===== config.mk =====
export PLATFORM = sky130hd
export DESIGN_NAME = temperature_packet_validator
export DESIGN_NICKNAME = d
export VERILOG_FILES = /design/src/hdl/tpv_pkg.sv /design/src/hdl/temperature_packet_validator.sv
export SDC_FILE = /design/constraint.sdc
export NUM_CORES = 1
export LEC_CHECK = 0
export ABC_AREA = 0
export ABC_CLOCK_PERIOD_IN_PS = 5500
export BUFFER_PORTS_ARGS = -buffer_cell sky130_fd_sc_hd__buf_2
export CELL_PAD_IN_SITES_DETAIL_PLACEMENT = 0
export CELL_PAD_IN_SITES_GLOBAL_PLACEMENT = 1
export CORE_MARGIN = 5
export CORE_UTILIZATION = 49
export DETAILED_ROUTE_END_ITERATION = 12
export PLACE_DENSITY = 0.81
export SLEW_MARGIN = 20
export SYNTH_ARGS = -nofsm -noshare
export SYNTH_HDL_FRONTEND = slang
export SYNTH_SLANG_ARGS = --single-unit

===== constraint.sdc =====
create_clock -name clk -period 5.5 [get_ports clk]
set_input_delay 0.55 -clock clk [delete_from_list [all_inputs] [get_ports clk]]
set_output_delay 0.55 -clock clk [all_outputs]
set_load 0.05 [all_outputs]

===== src/hdl/tpv_pkg.sv =====
`timescale 1ns / 1ps
// tpv_pkg: types, constants and byte class helpers for the temperature packet validator
// no dependencies

package tpv_pkg;

    localparam int unsigned MAX_INT_DIGITS = 5;

    localparam int unsigned BYTE_W  = 8;
    localparam int unsigned CNT_W   = 4;
    localparam int unsigned MAG_W   = 20;
    localparam int unsigned SUM_W   = 12;
    localparam int unsigned RECV_W  = 16;
    localparam int unsigned TEMP_W  = 21;

    localparam logic [BYTE_W-1:0] CHAR_SEMI  = 8'h3B;
    localparam logic [BYTE_W-1:0] CHAR_MINUS = 8'h2D;
    localparam logic [BYTE_W-1:0] CHAR_PLUS  = 8'h2B;
    localparam logic [BYTE_W-1:0] CHAR_DOT   = 8'h2E;

    localparam logic [MAG_W-1:0]  MAG_MAX  = 20'd999999;
    localparam logic [RECV_W-1:0] RECV_MAX = 16'hFFFF;
    localparam logic [CNT_W-1:0]  CNT_MAX  = {CNT_W{1'b1}};

    typedef enum logic [3:0] {
        PH_START   = 4'd0,
        PH_MINUS   = 4'd1,
        PH_INT     = 4'd2,
        PH_DOT     = 4'd3,
        PH_FRAC    = 4'd4,
        PH_TBAD    = 4'd5,
        PH_CEMPTY  = 4'd6,
        PH_CWS     = 4'd7,
        PH_CSIGN   = 4'd8,
        PH_CDIGITS = 4'd9,
        PH_CDONE   = 4'd10,
        PH_CBAD    = 4'd11
    } phase_t;

    function automatic logic is_digit(input logic [BYTE_W-1:0] b);
        return b inside {[8'h30:8'h39]};
    endfunction

    function automatic logic is_space(input logic [BYTE_W-1:0] b);
        return b inside {8'h20, [8'h09:8'h0D]};
    endfunction

endpackage


===== src/hdl/temperature_packet_validator.sv =====
`timescale 1ns / 1ps
// temperature_packet_validator: byte-serial parser and checker for "[-]d.d;checksum" packets
// depends on tpv_pkg
//
// usage:
//   input channel: byte_in and end_of_packet with in_valid / in_ready, one byte per item
//   output channel: packet_valid, temp_written, temp_tenths with out_valid / out_ready
//   one result item is given for each byte marked end_of_packet, none for other bytes
//   throughput: one byte per cycle unless stalled; bytes are registered, then one
//   pass of logic (a multiply by ten with saturation and a few compares) updates
//   the packet state; a final byte's result is then registered and raises out_valid
//   stall: a held result blocks only the next final byte; other bytes keep flowing,
//   and in_ready drops only when a final byte waits for a free result register
//   reset: all packet state returns to the start of the temperature field and both
//   valid flags clear; after each final byte the packet state returns there as well

module temperature_packet_validator (
    input  logic                              clk,
    input  logic                              rst_n,
    input  logic                              in_valid,
    output logic                              in_ready,
    input  logic [tpv_pkg::BYTE_W-1:0]        byte_in,
    input  logic                              end_of_packet,
    output logic                              out_valid,
    input  logic                              out_ready,
    output logic                              packet_valid,
    output logic                              temp_written,
    output logic signed [tpv_pkg::TEMP_W-1:0] temp_tenths
);

    import tpv_pkg::*;

    logic               st_valid_reg;
    logic [BYTE_W-1:0]  st_byte_reg;
    logic               st_eop_reg;

    phase_t             phase_reg, phase_next;
    logic               neg_reg, neg_next;
    logic [CNT_W-1:0]   cnt_reg, cnt_next;
    logic [MAG_W-1:0]   mag_reg, mag_next;
    logic [SUM_W-1:0]   sum_reg, sum_next;
    logic [RECV_W-1:0]  recv_reg, recv_next;
    logic               rneg_reg, rneg_next;
    logic               rovf_reg, rovf_next;
    logic               fe_reg, fe_next;

    logic               out_valid_reg;
    logic               pv_reg;
    logic               tw_reg;
    logic [TEMP_W-1:0]  tt_reg;

    logic               pv_c;
    logic               tw_c;
    logic [TEMP_W-1:0]  tt_c;

    logic               out_free;
    logic               st_fire;

    logic [3:0]         digit;
    logic [CNT_W-1:0]   cnt_inc;
    logic               int_too_long;
    logic [23:0]        mag_ext;
    logic [MAG_W-1:0]   mag_dig;
    logic [19:0]        recv_ext;
    logic [RECV_W-1:0]  recv_dig;
    logic               recv_sat;

    assign out_free = !out_valid_reg || out_ready;
    assign st_fire  = st_valid_reg && (!st_eop_reg || out_free);
    assign in_ready = !st_valid_reg || st_fire;

    // digit arithmetic
    assign digit        = st_byte_reg[3:0];
    assign cnt_inc      = (cnt_reg == CNT_MAX) ? cnt_reg : cnt_reg + 1'b1;
    assign int_too_long = cnt_inc > CNT_W'(MAX_INT_DIGITS);
    assign mag_ext      = ({4'd0, mag_reg} << 3) + ({4'd0, mag_reg} << 1) + {20'd0, digit};
    assign mag_dig      = (mag_ext > {4'd0, MAG_MAX}) ? MAG_MAX : mag_ext[MAG_W-1:0];
    assign recv_ext     = ({4'd0, recv_reg} << 3) + ({4'd0, recv_reg} << 1) + {16'd0, digit};
    assign recv_sat     = recv_ext > {4'd0, RECV_MAX};
    assign recv_dig     = recv_sat ? RECV_MAX : recv_ext[RECV_W-1:0];

    always_comb
    begin : next_state
        phase_next = phase_reg;
        neg_next   = neg_reg;
        cnt_next   = cnt_reg;
        mag_next   = mag_reg;
        sum_next   = sum_reg;
        recv_next  = recv_reg;
        rneg_next  = rneg_reg;
        rovf_next  = rovf_reg;
        fe_next    = fe_reg;
        if (phase_reg < PH_CEMPTY)
        begin
            if (st_byte_reg == CHAR_SEMI)
            begin
                if (phase_reg != PH_FRAC)
                begin
                    fe_next = 1'b1;
                end
                phase_next = PH_CEMPTY;
            end
            else
            begin
                sum_next = sum_reg + {4'd0, st_byte_reg};
                case (phase_reg)
                    PH_START, PH_MINUS, PH_INT:
                    begin
                        if (phase_reg == PH_START && st_byte_reg == CHAR_MINUS)
                        begin
                            neg_next   = 1'b1;
                            phase_next = PH_MINUS;
                        end
                        else if (phase_reg == PH_INT && st_byte_reg == CHAR_DOT)
                        begin
                            phase_next = PH_DOT;
                        end
                        else if (is_digit(st_byte_reg))
                        begin
                            cnt_next = cnt_inc;
                            if (int_too_long)
                            begin
                                fe_next    = 1'b1;
                                phase_next = PH_TBAD;
                            end
                            else
                            begin
                                mag_next   = mag_dig;
                                phase_next = PH_INT;
                            end
                        end
                        else
                        begin
                            fe_next    = 1'b1;
                            phase_next = PH_TBAD;
                        end
                    end
                    PH_DOT:
                    begin
                        if (is_digit(st_byte_reg))
                        begin
                            mag_next   = mag_dig;
                            phase_next = PH_FRAC;
                        end
                        else
                        begin
                            fe_next    = 1'b1;
                            phase_next = PH_TBAD;
                        end
                    end
                    default:
                    begin
                        fe_next    = 1'b1;
                        phase_next = PH_TBAD;
                    end
                endcase
            end
        end
        else
        begin
            case (phase_reg)
                PH_CEMPTY, PH_CWS:
                begin
                    if (is_space(st_byte_reg))
                    begin
                        phase_next = PH_CWS;
                    end
                    else if (st_byte_reg == CHAR_PLUS)
                    begin
                        phase_next = PH_CSIGN;
                    end
                    else if (st_byte_reg == CHAR_MINUS)
                    begin
                        rneg_next  = 1'b1;
                        phase_next = PH_CSIGN;
                    end
                    else if (is_digit(st_byte_reg))
                    begin
                        recv_next  = recv_dig;
                        rovf_next  = rovf_reg | recv_sat;
                        phase_next = PH_CDIGITS;
                    end
                    else
                    begin
                        phase_next = PH_CBAD;
                    end
                end
                PH_CSIGN:
                begin
                    if (is_digit(st_byte_reg))
                    begin
                        recv_next  = recv_dig;
                        rovf_next  = rovf_reg | recv_sat;
                        phase_next = PH_CDIGITS;
                    end
                    else
                    begin
                        phase_next = PH_CBAD;
                    end
                end
                PH_CDIGITS:
                begin
                    if (is_digit(st_byte_reg))
                    begin
                        recv_next = recv_dig;
                        rovf_next = rovf_reg | recv_sat;
                    end
                    else
                    begin
                        phase_next = PH_CDONE;
                    end
                end
                default:
                begin
                    phase_next = phase_reg;
                end
            endcase
        end
    end

    always_comb
    begin : result_logic
        tw_c = (phase_next > PH_CEMPTY) && !fe_next;
        pv_c = tw_c && (phase_next == PH_CDIGITS || phase_next == PH_CDONE)
               && !rovf_next && !rneg_next && (recv_next == {4'd0, sum_next});
        tt_c = '0;
        if (tw_c)
        begin
            tt_c = neg_next ? (TEMP_W'(0) - {1'b0, mag_next}) : {1'b0, mag_next};
        end
    end

    always_ff @(posedge clk or negedge rst_n)
    begin
        if (!rst_n)
        begin
            st_valid_reg  <= 1'b0;
            out_valid_reg <= 1'b0;
            phase_reg     <= PH_START;
            neg_reg       <= 1'b0;
            cnt_reg       <= '0;
            mag_reg       <= '0;
            sum_reg       <= '0;
            recv_reg      <= '0;
            rneg_reg      <= 1'b0;
            rovf_reg      <= 1'b0;
            fe_reg        <= 1'b0;
        end
        else
        begin
            if (in_ready)
            begin
                st_valid_reg <= in_valid;
            end
            if (st_fire && st_eop_reg)
            begin
                out_valid_reg <= 1'b1;
            end
            else if (out_ready)
            begin
                out_valid_reg <= 1'b0;
            end
            if (st_fire)
            begin
                if (st_eop_reg)
                begin
                    phase_reg <= PH_START;
                    neg_reg   <= 1'b0;
                    cnt_reg   <= '0;
                    mag_reg   <= '0;
                    sum_reg   <= '0;
                    recv_reg  <= '0;
                    rneg_reg  <= 1'b0;
                    rovf_reg  <= 1'b0;
                    fe_reg    <= 1'b0;
                end
                else
                begin
                    phase_reg <= phase_next;
                    neg_reg   <= neg_next;
                    cnt_reg   <= cnt_next;
                    mag_reg   <= mag_next;
                    sum_reg   <= sum_next;
                    recv_reg  <= recv_next;
                    rneg_reg  <= rneg_next;
                    rovf_reg  <= rovf_next;
                    fe_reg    <= fe_next;
                end
            end
        end
    end

    // payload registers
    always_ff @(posedge clk)
    begin
        if (in_valid && in_ready)
        begin
            st_byte_reg <= byte_in;
            st_eop_reg  <= end_of_packet;
        end
        if (st_fire && st_eop_reg)
        begin
            pv_reg <= pv_c;
            tw_reg <= tw_c;
            tt_reg <= tt_c;
        end
    end

    assign out_valid    = out_valid_reg;
    assign packet_valid = pv_reg;
    assign temp_written = tw_reg;
    assign temp_tenths  = $signed(tt_reg);

endmodule

==> impl_metrics.json <==
{
  "status": "complete, no violations",
  "fp.dieW_um": 142,
  "arrival_ns": 5.26,
  "synth_compound_area_frac": 0.275,
  "finish.net_count": 1126,
  "async_flop_share": 0.660,
  "ioPinCount": 38,
  "maxSlewViolCount": 0,
  "fin_crit_ns": 5.14,
  "place_congestion": 0.961,
  "synth_area_leader_cell": "dfrtp_1",
  "dieArea_um2": 20200,
  "stdcell_count": 1257,
  "critical_path.startpoint_type": "flop",
  "placedCellCount": 1241,
  "n_fill_cell": 1667,
  "htree_levels": 3,
  "largest_reg_flops": 21,
  "drt-total-wl_um": 25000,
  "wl_per_cell_um": 19.9,
  "endpoint": "temp_tenths[16]$_SDFFCE_PN0P_",
  "top_usage_layer": "met2",
  "drc_errors": 0,
  "grt-ovfl-total": 0,
  "first_pass_iters": 5,
  "synth_common_cells": "nor2_1, o21ai_0, nand2_1, ha_1, a21oi_1",
  "r2r_cells": 17,
  "hold_viol": 0,
  "holdBufCountCts": 0,
  "ys_warn_count": 0,
  "p_leak_nw": 4.24,
  "die_y_um": 142,
  "use_met2": 0.439,
  "critPathLaunch": "st_byte_reg[3]$_DFFE_PP_",
  "numCtsBuffers": 9,
  "yosysTopAreaCellShare": 0.182,
  "yosysSeqAreaShare": 0.294,
  "power_density_nw_per_um2": 262,
  "avgSynthCellArea_um2": 8.50,
  "clock-sinks": 94,
  "numPortBuffers": 37,
  "place_ws_ns": 0.348,
  "worst_skew_pair.late_latency_ns": 0.36,
  "synth-simple-area-share": 0.193,
  "syn-num-nets": 1103,
  "synth-xor-area-share": 0.0585,
  "synthMuxAreaShare": 0.00953,
  "power_mw": 2.43,
  "rr_startpoint": "st_byte_reg[3]$_DFFE_PP_",
  "synth_edf_count": 32,
  "max_stage_delay_ns": 0.62,
  "peakVddDrop_mv": 0.297,
  "worstPathRequired_ns": 5.62,
  "cap_viol_max_count": 0,
  "dp_hpwl_um": 18700,
  "yosys.area_share.adder": 0.130,
  "netlist_area_um2": 8540,
  "use_met1": 0.322,
  "crit_chain": "inv_1 > fa_1 > inv_1 > ha_1 > a211oi_1 > o21ai_1 > nand3_1 > nand3_1 > a221o_1 > a2111o_2 > nor3_1 > o21a_1 > ha_1 > and3_1 > a41oi_1 > xnor2_1 > and2_1",
  "grt_pass1_vias": 7575,
  "setup_violations": 0,
  "path_class": "reg -> reg",
  "grt_usage": 0.252,
  "drive_gt1_frac": 0.0959,
  "endpoint_kind": "flop",
  "gr-usage-met3": 0.0349,
  "ff2ff_setup_slack_ns": 0.36,
  "rows": 48,
  "synth_area_leaders": "dfrtp_1, ha_1, edfxtp_1",
  "ctsLongestPathBuffers": 2,
  "antenna_cells": 0,
  "slew_headroom": 0.284,
  "crit_fanout": 9,
  "reg2reg_to": "temp_tenths[16]$_SDFFCE_PN0P_",
  "cts_root_buf": "clkbuf_16",
  "fin_crit_sh": 0.934,
  "via_per_inst": 6.21,
  "holdCritStartpoint": "byte_in[4]",
  "finalSetupTns_ns": 0,
  "area_growth_syn_to_layout_pct": 8.59,
  "stdcell_area_um2": 9270,
  "rsz0062_at_grt": "no",
  "finalClockSkew_ns": 0.0125,
  "drt_iter0_drc": 623,
  "synth.distinct_cells": 80,
  "dr_total_vias": 7803,
  "synth_top_family_by_area": "compound AO/OA/AOI/OAI gates",
  "clk_pin_slew_worst_paths_ns": 0.07,
  "fmax_mhz": 195,
  "cts_tree": "built",
  "synthFlopType": "dfrtp_1",
  "core_um2": 17200,
  "hold_class": "in -> reg",
  "worst_slack_ns": 0.362,
  "antenna_found_initial": 0,
  "whs_ns": 0.365,
  "placed_area_um2": 8960,
  "post-synth-top-count-cell": "nor2_1",
  "synth-seq-cells": 94,
  "fin_util": 0.540,
  "ant_nets": 0,
  "worst_slew_pin_slew_ns": 1.07,
  "grt_max_degree": 63,
  "worst_path_max_delay_cell": "a2111o_2",
  "initial_core_util": 0.497,
  "grt_pass1_wl_um": 40800,
  "syn_inst": 1004
}
==> cell families (layout without fill, tap and decap cells) <==
family / after synthesis / count (layout)
AO/OA/AOI/OAI: 347 / 347
XOR/XNOR: 57 / 57
adder cells (fa/ha/maj): 86 / 86
buffers and inverters: 78 / 106
flip-flops: 94 / 94
multiplexers: 8 / 8
AND/OR/NAND/NOR: 334 / 334
==> layout by cell type (no fill, tap or decap), types with 21 or more instances in the layout <==
cell type	count
xor2_1	21
a21oi_1	72
nor2_1	100
xnor2_1	36
o21ai_0	91
ha_1	81
buf_2	37
dfrtp_1	62
inv_1	35
a21o_1	28
nand2_1	88
edfxtp_1	32
==> final cells by class <==
type,count,area (um^2),area share
inverters,35,131,0.0142
clock buffers,10,229,0.0247
multi-input cells,832,5720,0.617
clock inverters,6,67.6,0.00729
repair buffers,55,333,0.0359
flip-flops and latches,94,2510,0.271
well taps,225,282,0.0304
==> metal layers <==
layer	share of wire	vias up	routed length (um)
li1	-	3805	-
met1	0.43	3724	10800
met2	0.49	222	12300
met3	0.045	52	1120
met4	0.032	0	802
met5	0	-	0
==> how the worst min path moves through the flow <==
stage	end	depth (start not counted)	slack [ns]
after detailed placement	rneg_reg$_DFFE_PN0P_	2	0.48
after CTS	st_byte_reg[4]$_DFFE_PP_	1	0.36
after global placement	rneg_reg$_DFFE_PN0P_	2	0.47
final	st_byte_reg[4]$_DFFE_PP_	1	0.37
after floorplan	cnt_reg[0]$_DFFE_PN0P_	0	0.25
after global routing	st_byte_reg[5]$_DFFE_PP_	1	0.35
==> where the power goes <==
group          switching, mW  internal [mW]  total (mW)
clock network          0.298          0.356       0.653
registers             0.0983          0.796       0.895
logic                  0.543          0.339       0.882
==> repair_timing <==
item / in CTS / in global routing
setup buffers: 0 / 0
setup endpoints to repair: 0 / 5
gates resized for setup: 0 / 2
==> worst max-delay path: cells and delay by family (launching register included) <==
kind            cells  cell delay [ns]
compound gates      6             1.96
fa+ha+maj           3             1.15
flops               1             0.43
simple gates        5             1.03
buf+inv             2             0.16
xor+xnor            1             0.17
Note: power is estimated with default switching activity, not from simulation.
